## src/hdl/pidsb_pkg.sv

```systemverilog
package pidsb_pkg;

	localparam int COLUMN_BITS_DEF    = 10;
	localparam int GAIN_FRAC_BITS_DEF = 16;

	localparam int GAIN_W     = 24;
	localparam int SUM_W      = 32;
	localparam int DIST_W     = 16;
	localparam int STEER_W    = 16;
	localparam int THR_W      = 16;
	localparam int OUT_DATA_W = STEER_W + THR_W;
	localparam int ACC_W      = 64;
	localparam int FRAC_OUT   = 14;
	localparam int STEER_HALF = 16384;

	localparam int CFG_IDX_W  = 3;
	localparam int CFG_DATA_W = 24;

	typedef enum logic [CFG_IDX_W-1:0] {
		REG_TARGET = 3'd0,
		REG_PROP   = 3'd1,
		REG_INTEG  = 3'd2,
		REG_DERIV  = 3'd3,
		REG_CRUISE = 3'd4,
		REG_BRAKE  = 3'd5
	} cfg_reg_t;

	typedef enum logic {
		OP_TRACK = 1'b0,
		OP_DIST  = 1'b1
	} opcode_t;

	typedef struct packed {
		logic [GAIN_W-1:0] kp;
		logic [GAIN_W-1:0] ki;
		logic [GAIN_W-1:0] kd;
	} pidsb_gains_t;

endpackage

```

## src/hdl/pid_steering_with_brake_gate_top.sv

```systemverilog
// Channel   Dir  Payload                                       Notes
// s_*       in   tdata: column, distance; tuser: opcode         0 track, 1 distance
// m_*       out  tdata: steer, throttle                         one per track request
// cfg_*     in   cfg_idx selects register, cfg_wdata value      write only
//
// A track request is registered in stage one, stage two and the output register in turn.
// Accepts one request per cycle unless stalled; three gain multipliers work in parallel in one stage.
// Distance requests update the stop flag at acceptance and give no result.
// Reset clears the error sum, previous error, stop flag, config registers and valid flags.
// Input requests are held off only when every pipeline stage is full and the output is stalled.
module pid_steering_with_brake_gate_top #(
	parameter  int COLUMN_BITS    = pidsb_pkg::COLUMN_BITS_DEF,
	parameter  int GAIN_FRAC_BITS = pidsb_pkg::GAIN_FRAC_BITS_DEF,
	localparam int IN_DATA_W      = ((COLUMN_BITS + pidsb_pkg::DIST_W + 7) / 8) * 8
) (
	input  logic                                 clk,
	input  logic                                 arst_n,
	input  logic                                 s_tvalid,
	output logic                                 s_tready,
	input  logic [IN_DATA_W-1:0]                 s_tdata,   // column, distance, zero pad
	input  logic                                 s_tuser,   // opcode
	output logic                                 m_tvalid,
	input  logic                                 m_tready,
	output logic [pidsb_pkg::OUT_DATA_W-1:0]     m_tdata,   // steer, throttle
	input  logic                                 cfg_we,
	input  logic [pidsb_pkg::CFG_IDX_W-1:0]      cfg_idx,
	input  logic [pidsb_pkg::CFG_DATA_W-1:0]     cfg_wdata
);
	import pidsb_pkg::*;

	logic [COLUMN_BITS-1:0] target_q;
	pidsb_gains_t           gains_q;
	logic [THR_W-1:0]       cruise_q;
	logic [DIST_W-1:0]      brake_q;
	logic                   stop_q;

	logic [COLUMN_BITS-1:0] column;
	logic [DIST_W-1:0]      distance;
	logic                   track_req;
	logic                   dist_acc;
	logic [THR_W-1:0]       thr_in;
	logic                   core_ready;
	logic signed [STEER_W-1:0] steer;
	logic [THR_W-1:0]       throttle;

	assign column    = s_tdata[COLUMN_BITS-1:0];
	assign distance  = s_tdata[COLUMN_BITS +: DIST_W];
	assign s_tready  = core_ready;
	assign track_req = s_tvalid && (opcode_t'(s_tuser) == OP_TRACK);
	assign dist_acc  = s_tvalid && s_tready && (opcode_t'(s_tuser) == OP_DIST);
	assign thr_in    = stop_q ? '0 : cruise_q;
	assign m_tdata   = {throttle, steer};

	always_ff @(posedge clk or negedge arst_n) begin
		if (!arst_n) begin
			target_q <= '0;
			gains_q  <= '0;
			cruise_q <= '0;
			brake_q  <= '0;
			stop_q   <= 1'b0;
		end else begin
			if (cfg_we) begin
				case (cfg_reg_t'(cfg_idx))
					REG_TARGET: target_q   <= cfg_wdata[COLUMN_BITS-1:0];
					REG_PROP:   gains_q.kp <= cfg_wdata[GAIN_W-1:0];
					REG_INTEG:  gains_q.ki <= cfg_wdata[GAIN_W-1:0];
					REG_DERIV:  gains_q.kd <= cfg_wdata[GAIN_W-1:0];
					REG_CRUISE: cruise_q   <= cfg_wdata[THR_W-1:0];
					REG_BRAKE:  brake_q    <= cfg_wdata[DIST_W-1:0];
					default: begin
					end
				endcase
			end
			if (dist_acc) begin
				stop_q <= distance < brake_q;
			end
		end
	end

	pidsb_core #(
		.COLUMN_BITS   (COLUMN_BITS),
		.GAIN_FRAC_BITS(GAIN_FRAC_BITS)
	) u_core (
		.clk        (clk),
		.arst_n     (arst_n),
		.in_valid   (track_req),
		.in_ready   (core_ready),
		.column     (column),
		.target     (target_q),
		.gains      (gains_q),
		.throttle_in(thr_in),
		.out_valid  (m_tvalid),
		.out_ready  (m_tready),
		.steer      (steer),
		.throttle   (throttle)
	);

endmodule

```

## src/hdl/pidsb_core.sv

```systemverilog
module pidsb_core #(
	parameter int COLUMN_BITS    = pidsb_pkg::COLUMN_BITS_DEF,
	parameter int GAIN_FRAC_BITS = pidsb_pkg::GAIN_FRAC_BITS_DEF
) (
	input  logic                                clk,
	input  logic                                arst_n,
	input  logic                                in_valid,
	output logic                                in_ready,
	input  logic [COLUMN_BITS-1:0]              column,
	input  logic [COLUMN_BITS-1:0]              target,
	input  pidsb_pkg::pidsb_gains_t             gains,
	input  logic [pidsb_pkg::THR_W-1:0]         throttle_in,
	output logic                                out_valid,
	input  logic                                out_ready,
	output logic signed [pidsb_pkg::STEER_W-1:0] steer,
	output logic [pidsb_pkg::THR_W-1:0]         throttle
);
	import pidsb_pkg::*;

	localparam int EW  = COLUMN_BITS + 1;
	localparam int DW  = COLUMN_BITS + 2;
	localparam int PW  = GAIN_W + EW;
	localparam int IPW = GAIN_W + SUM_W;
	localparam int DPW = GAIN_W + DW;
	localparam int VW  = GAIN_FRAC_BITS + 2;
	localparam logic signed [ACC_W-1:0] ONE = ACC_W'(1) << GAIN_FRAC_BITS;

	logic rdy_s2, rdy_out;
	logic v_s1, v_s2;

	// Controller state.
	logic signed [SUM_W-1:0] sum_q;
	logic signed [EW-1:0]    last_q;

	logic signed [EW-1:0]    e_c;
	logic signed [SUM_W:0]   s_wide_c;
	logic signed [SUM_W-1:0] s_c;
	logic signed [DW-1:0]    d_c;

	logic signed [EW-1:0]    e_s1;
	logic signed [SUM_W-1:0] s_s1;
	logic signed [DW-1:0]    d_s1;
	logic [THR_W-1:0]        thr_s1;

	logic signed [PW-1:0]    p_c;
	logic signed [IPW-1:0]   i_c;
	logic signed [DPW-1:0]   dp_c;
	logic signed [PW-1:0]    p_s2;
	logic signed [IPW-1:0]   i_s2;
	logic signed [DPW-1:0]   dp_s2;
	logic [THR_W-1:0]        thr_s2;

	logic signed [ACC_W-1:0] acc_c;
	logic signed [ACC_W-1:0] clip_c;
	logic signed [ACC_W-1:0] shift_c;
	logic [VW-1:0]           v_c;
	logic [STEER_W-1:0]      w_c;
	logic [STEER_W-1:0]      steer_c;

	assign rdy_out  = !out_valid || out_ready;
	assign rdy_s2   = !v_s2 || rdy_out;
	assign in_ready = !v_s1 || rdy_s2;

	assign e_c      = $signed({1'b0, target}) - $signed({1'b0, column});
	assign s_wide_c = $signed({sum_q[SUM_W-1], sum_q}) + (SUM_W+1)'(e_c);
	assign d_c      = DW'(e_c) - DW'(last_q);

	always_comb begin
		if (s_wide_c[SUM_W] != s_wide_c[SUM_W-1]) begin
			s_c = s_wide_c[SUM_W] ? {1'b1, {(SUM_W-1){1'b0}}} : {1'b0, {(SUM_W-1){1'b1}}};
		end else begin
			s_c = s_wide_c[SUM_W-1:0];
		end
	end

	assign p_c  = $signed(gains.kp) * e_s1;
	assign i_c  = $signed(gains.ki) * s_s1;
	assign dp_c = $signed(gains.kd) * d_s1;

	assign acc_c = ACC_W'(p_s2) + ACC_W'(i_s2) + ACC_W'(dp_s2);

	always_comb begin
		if (acc_c > ONE) begin
			clip_c = ONE;
		end else if (acc_c < -ONE) begin
			clip_c = -ONE;
		end else begin
			clip_c = acc_c;
		end
	end

	// Offset to a non-negative value so that rounding is a plain add and shift;
	// ties then go toward +infinity on the unnegated output.
	assign shift_c = clip_c + ONE;
	assign v_c     = shift_c[VW-1:0];

	generate
		if (GAIN_FRAC_BITS > FRAC_OUT) begin : g_round
			localparam int RND = 1 << (GAIN_FRAC_BITS - FRAC_OUT - 1);
			logic [VW-1:0] vr_c;
			assign vr_c = v_c + VW'(RND);
			assign w_c  = vr_c[VW-1:GAIN_FRAC_BITS-FRAC_OUT];
		end else if (GAIN_FRAC_BITS == FRAC_OUT) begin : g_same
			assign w_c = v_c;
		end else begin : g_widen
			assign w_c = {v_c, {(FRAC_OUT-GAIN_FRAC_BITS){1'b0}}};
		end
	endgenerate

	assign steer_c = STEER_W'(STEER_HALF) - w_c;

	always_ff @(posedge clk or negedge arst_n) begin
		if (!arst_n) begin
			sum_q     <= '0;
			last_q    <= '0;
			v_s1      <= 1'b0;
			v_s2      <= 1'b0;
			out_valid <= 1'b0;
		end else begin
			if (in_valid && in_ready) begin
				sum_q  <= s_c;
				last_q <= e_c;
			end
			if (in_ready) begin
				v_s1 <= in_valid;
			end
			if (rdy_s2) begin
				v_s2 <= v_s1;
			end
			if (rdy_out) begin
				out_valid <= v_s2;
			end
		end
	end

	always_ff @(posedge clk) begin
		if (in_ready) begin
			e_s1   <= e_c;
			s_s1   <= s_c;
			d_s1   <= d_c;
			thr_s1 <= throttle_in;
		end
		if (rdy_s2) begin
			p_s2   <= p_c;
			i_s2   <= i_c;
			dp_s2  <= dp_c;
			thr_s2 <= thr_s1;
		end
		if (rdy_out) begin
			steer    <= steer_c;
			throttle <= thr_s2;
		end
	end

endmodule

```

## config.mk

```make
export PLATFORM = sky130hd
export DESIGN_NAME = pid_steering_with_brake_gate_top
export DESIGN_NICKNAME = d
export VERILOG_FILES = /design/src/hdl/pidsb_pkg.sv /design/src/hdl/pid_steering_with_brake_gate_top.sv /design/src/hdl/pidsb_core.sv
export SDC_FILE = /design/constraint.sdc
export NUM_CORES = 2
export LEC_CHECK = 0
export BUFFER_PORTS_ARGS = -buffer_cell sky130_fd_sc_hd__buf_2
export CAP_MARGIN = 20
export CORE_MARGIN = 2
export CORE_UTILIZATION = 65
export CTS_CLUSTER_DIAMETER = 60
export DETAILED_ROUTE_END_ITERATION = 10
export HOLD_SLACK_MARGIN = 0.15
export PLACE_DENSITY = 0.89
export SYNTH_ARGS = -nofsm -noshare
export SYNTH_HDL_FRONTEND = slang
export SYNTH_SLANG_ARGS = --single-unit
```

## constraint.sdc

```tcl
create_clock -name clk -period 12 [get_ports clk]
set_clock_uncertainty 0.2 [all_clocks]
set_input_delay 2.4 -clock clk [delete_from_list [all_inputs] [get_ports clk]]
set_output_delay 2.4 -clock clk [all_outputs]
set_load 0.02 [all_outputs]
```

* Word level (Yosys, flattened, before mapping)
Cells that the tools add are included.
W data, S select, Z words.
** Word-level totals
- Bits of input ports :: 65
- Flip-flop bits (word level) :: 407
- Word-level logic and storage cells :: 64
** Cells by class
- Multiply operators :: 3
- Bitwise gates (word level) :: 1
- $lt $le $gt $ge :: 3
- Reductions and logical operators :: 17
- Equality and inequality tests :: 6
- Multiplexer cells :: 4
- $add $sub $neg :: 8
** Operators by type and width (number)
- $mux W32 :: 2
- $add A57 B36 Y58 :: 1
- $gt A58 B18 Y1 const B :: 1
- $lt A58 B17 Y1 const B :: 1
- $add A35 B56 Y57 :: 1
- $mul A24 B32 Y56 :: 1
- $mul A24 B12 Y36 :: 1
- $mux W18 :: 2
- $mul A24 B11 Y35 :: 1
- $add A32 B11 Y33 :: 1
- $add A18 B18 Y18 const B :: 1
- $add A18 B2 Y18 const B :: 1
- $lt A16 B16 Y1 :: 1
- $sub A15 B16 Y16 const A :: 1
- $reduce_and A2 Y1 :: 6
- $sub A11 B11 Y12 :: 1
- $sub A10 B10 Y11 :: 1
- $eq A3 B2 Y1 const B :: 2
- $eq A3 B3 Y1 const B :: 2
- $logic_and A1 B1 Y1 :: 4
- $eq A3 B1 Y1 const B :: 1
- $logic_not A1 Y1 :: 3
- $logic_not A3 Y1 :: 1
- $logic_or A1 B1 Y1 :: 3
- 2 further kinds :: 2

* Longest topological paths before layout
- Depth in word-level cells :: 8
- Mapped depth :: 33

* Hierarchy
Synthesis repeated with hierarchy kept, for this count alone.
** Second synthesis, totals
- Cells, all modules :: 6825
- Area total of the unflattened synthesis :: 67599.8 µm²
** By module, submodules not included
- pidsb_core :: times used 1, area an instance 62743.9 µm², cells each 6503
- pid_steering_with_brake_gate_top :: times used 1, area an instance 4855.9 µm², cells each 322

* Worst setup path before layout
No wires, ideal clock.
- Path kind :: input -> register
- Start point :: input port s_tdata[0]
- End point :: register u_core.s_s1[25] (data pin)
- Stages :: 29
- Setup slack :: 3.292 ns
- Buffers on the path :: 3
- Data arrival time :: 8.236 ns
- Path through :: ha_1 -> inv_1 -> fa_1 -> nand2_1 -> nand2_1 -> a21oi_1 -> o21ai_0 -> a21oi_1 -> o21bai_1 -> a21oi_1 -> o21bai_1 -> a21oi_1 -> ha_1 -> a21o_1 -> a21oi_1 -> nor2_1 -> a21oi_1 -> o211ai_1 -> nand2_1 -> a21oi_1 -> a41oi_1 -> o211ai_1 -> a21bo_2 -> a31o_2 -> clkbuf_1 -> nor2_1 -> clkbuf_1 -> clkbuf_1 -> o21ai_0
** On the way
- Word-level cells in the longest chain between the ends :: 4
- Elaborated cells on any way between the ends :: 5
- Those cells by class :: add/sub: 2; eq/ne: 1; mux: 2
** Ends and longest elaborated chain
- from (decl) :: RTL line pid_steering_with_brake_gate_top.sv:20 : input logic [IN_DATA_W-1:0] s_tdata,
- $sub A10 B10 Y11 (*) :: RTL line pidsb_core.sv:64 : assign e_c = $signed({1'b0, target}) - $signed({1'b0, column});
- via u_core.e_c[10] :: RTL line pidsb_core.sv:35 : logic signed [EW-1:0] e_c;
- $add A32 B11 Y33 (*) :: RTL line pidsb_core.sv:65 : assign s_wide_c = $signed({sum_q[SUM_W-1], sum_q}) + (SUM_W+1)'(e_c);
- $mux W32 / $ne A1 B1 Y1 (equally long branches) :: RTL line pidsb_core.sv:70, pidsb_core.sv:69
- $mux W32 (*) :: RTL line pidsb_core.sv:69 : if (s_wide_c[SUM_W] != s_wide_c[SUM_W-1]) begin
- via u_core.s_c[25] :: RTL line pidsb_core.sv:37 : logic signed [SUM_W-1:0] s_c;
- to (signal assigned) :: RTL line pidsb_core.sv:139 : s_s1 <= s_c;
- to (decl) :: RTL line pidsb_core.sv:41 : logic signed [SUM_W-1:0] s_s1;
The timed path passes the listed nets; every way through them passes the cells marked *.
A chain may end at the register's enable or synchronous reset.

* Final worst setup path
- Start point :: register u_core.s_s1[7]
- End point :: register u_core.i_s2[55] (data pin)
** On the way
- Word-level cells in the longest chain between the ends :: 1
** Ends and longest elaborated chain
- $mul A24 B32 Y56 :: RTL line pidsb_core.sv:77 : assign i_c = $signed(gains.ki) * s_s1;
- via u_core.i_c[55] :: RTL line pidsb_core.sv:46 : logic signed [IPW-1:0] i_c;
- to (signal assigned) :: RTL line pidsb_core.sv:145 : i_s2 <= i_c;
- to (decl) :: RTL line pidsb_core.sv:49 : logic signed [IPW-1:0] i_s2;
The timed path passes the listed nets, and every way through them passes these cells.

==> impl_metrics.csv <==
group,metric,value,unit
run_status,outcome,"finished clean",
critical_path,endpoint,"u_core.i_s2[55]",
synthesis,synthCells,6815,
final_layout,stdcell_count,8163,
clock_network,clkTransAtPathRegs,0.07,ns
critical_path,cpPeakStageDelay,1.31,ns
global_route,grt_max_degree,100,
critical_path,cp.depth,31,
clock_network,cts_tree,"done",
sta,period_share,0.888,
sta,fin_setup_tns,0,ns
synthesis,synth_edf_count,246,
clock_network,insertion_delay,0.70,ns
critical_path,crit_arrival,10.86,ns
floorplan,die_w,325,um
run,cap_violations,0,
synthesis,async_reset_ff_frac,0.396,
clock_network,cts_resized,0,
sta,rsz0062_at_grt,"false",
floorplan,core_area,102000,um2
clock_network,clock_sinks,407,
clock_network,cts_inserted_buffers,52,
synthesis,synth_cell_types,91,
routing,vias_per_cell,6.19,
hold_path,hold_class,"flop to flop",
synthesis,avgSynthCellArea,9.85,um2
routing,drt_first_pass_iters,8,
global_route,use_met2,0.581,
routing,wl_per_cell,22.7,um
synthesis,syn_nets,8639,
global_route,grt_overflow,0,
synthesis,yosys-top-cells-area,"fa_1, edfxtp_1, ha_1",
clock_network,holdBufCountCts,0,
synthesis,synth_seq_area_share,0.170,
clock_network,cts_root_buf,"clkbuf_16",
sta,timing.fmax,0.0939,GHz
placed_design,io_buffers,92,
synthesis,synth.cell_area,67100,um2
routing,drc,0,
critical_path,rr_startpoint,"u_core.s_s1[7]",
floorplan,die-height,325,um
critical_path,worstRegToRegCells,31,
floorplan,die_area,106000,um2
final_layout,nNetsFinal,8572,
critical_path,r2r_setup_slack,1.35,ns
synthesis,synth_ff_type,"edfxtp_1",
global_route,grt_util_met1,0.413,
critical_path,crit_start,"u_core.s_s1[7]",
floorplan,start_util,0.658,
floorplan,num_io_pins,99,
critical_path,start_kind,"flop",
placed_design,placed_cell_area,68700,um2
sta,finalSetupViolCount,0,
final_layout,postLayoutCellArea,70800,um2
synthesis,synth-seq-cells,407,
clock_network,htree_levels,2,
routing,ant_nets,0,
critical_path,cpLargestDelayFamily,"adder cells",
placed_design,dp_cells,8052,
routing,drt_iter0_markers,5076,
critical_path,crit_slowest_cell,"edfxtp_1",
floorplan,std_cell_rows,117,
sta,period_minus_slack,10.65,ns
critical_path,crit_top_cell,"fa_1",
critical_path,crit_buf_inv,6,
synthesis,synth_top_cell_area_share,0.398,
critical_path,critPathKind,"flop to flop",
synthesis,synth_top_cell_by_area,"fa_1",
clock_network,post-cts-setup-buffers,0,
final_layout,drive_above_1_share,0.0655,
routing,routed_wl,185,mm
global_route,antenna_found_initial,13,
sta,worst_pin_slew,1.43,ns
synthesis,ys_warn_count,0,
critical_path,regToRegEndpoint,"u_core.i_s2[55]",
global_route,grt_first_pass_wirelength,294,mm
critical_path,cp.required,12.21,ns
critical_path,cp-end-kind,"flop",
global_route,gr-usage-met3,0.111,
final_layout,syn2layout_area_growth,5.54,%
sta,hold_viol_final,0,
placed_design,routabilityCongestion,0.974,
routing,vias,50519,
global_route,grtUsageTotal,0.358,
global_route,grt_pass1_vias,55815,
critical_path,cp_max_fo,24,
clock_network,cts_buffer_depth,3,
sta,relSlewSlack,0.0477,
sta,final_max_slew_viol_count,0,
placed_design,dpl.hpwl,137,mm
global_route,top_usage_layer,"met2",
## area by class of cell
type,count,area [um2]
clock inverter,37,458
multi-input combinational,4801,49700
tap,1368,1710
timing repair buffer,164,1160
antenna,3,7.51
clock buffer,61,1390
fill,6686,31200
sequential,407,11400
inverter,1322,4960
## cells in the final DEF (no fill, tap or decap), types with 68 or more instances in the layout
cell type	netlist	routed
mux2_2	133	133
nor2_1	164	162
dfrtp_1	161	161
and2_1	473	473
edfxtp_1	246	246
ha_1	424	424
a21oi_1	210	209
xnor2_1	166	166
fa_1	1335	1335
nand3_1	70	69
nand2b_1	108	108
inv_1	1321	1320
buf_2	9	91
o21ai_0	135	135
a21o_1	68	68
nand2_1	948	947
## registers in the layout (all words and copies together), names as in the netlist, 12 cells and up
signal and flops:
u_core.thr_s2 16, u_core.d_s1 12, u_core.s_s1 32, u_core.throttle 16, brake_q 16, u_core.thr_s1 16
cruise_q 16, u_core.steer 16, u_core.dp_s2 36, u_core.sum_q 32, u_core.i_s2 56, gains_q 72
u_core.p_s2 35
## worst reg2reg max path, delay by kind of cell, from the launching register on
kind	cells	cell delay [ns]
compound gates	10	3.04
simple gates	6	1.60
fa+ha+maj	8	3.81
xor+xnor	1	0.09
flops	1	1.31
buf+inv	6	0.34
## Yosys cell counts (68+ instances only)
library cell	n
a21o_1	68
a21oi_1	210
and2_1	473
clkbuf_1	275
dfrtp_1	161
edfxtp_1	246
fa_1	1335
ha_1	424
inv_1	1321
mux2_2	133
nand2_1	948
nand2b_1	108
nand3_1	70
nor2_1	164
o21ai_0	135
xnor2_1	166
## how the worst min path moves through the flow
stage | from | cells past startpoint | end
final | u_core.thr_s1[8] | 0 | u_core.thr_s2[8]
after CTS | u_core.thr_s1[8] | 0 | u_core.thr_s2[8]
after floorplan | u_core.thr_s1[0] | 0 | u_core.thr_s2[0]
after global routing | u_core.thr_s1[6] | 0 | u_core.thr_s2[6]
after global placement | u_core.thr_s2[7] | 0 | u_core.throttle[7]
after detailed placement | u_core.thr_s1[15] | 0 | u_core.thr_s2[15]
## cells by family after synthesis
kind of cell	synth area share
AND/OR/NAND/NOR	0.145
AO/OA/AOI/OAI	0.0639
buffers and inverters	0.0901
multiplexers	0.0236
adder cells (fa/ha/maj)	0.478
XOR/XNOR	0.0294
flip-flops	0.170
## metal layers
metal  vias to the layer above  part of all wire
li1                      20918                 -
met1                     25127              0.33
met2                      3433              0.47
met3                      1025              0.13
met4                        16             0.074
met5                         -            0.0015
## metrics by stage
stage | hold slack (ns) | util | setup WS (ns)
floorplan | 0.200 | - | 3.29
global placement | 0.202 | 0.674 | 2.12
detailed placement | 0.205 | 0.674 | 1.88
CTS | 0.213 | 0.692 | 1.80
global route | 0.223 | 0.694 | 1.14
finish | 0.211 | 0.694 | 1.35
Power is left out: the tool's default activity adds up to more than one toggle a clock period on the data nets, which glitch-free logic cannot reach.
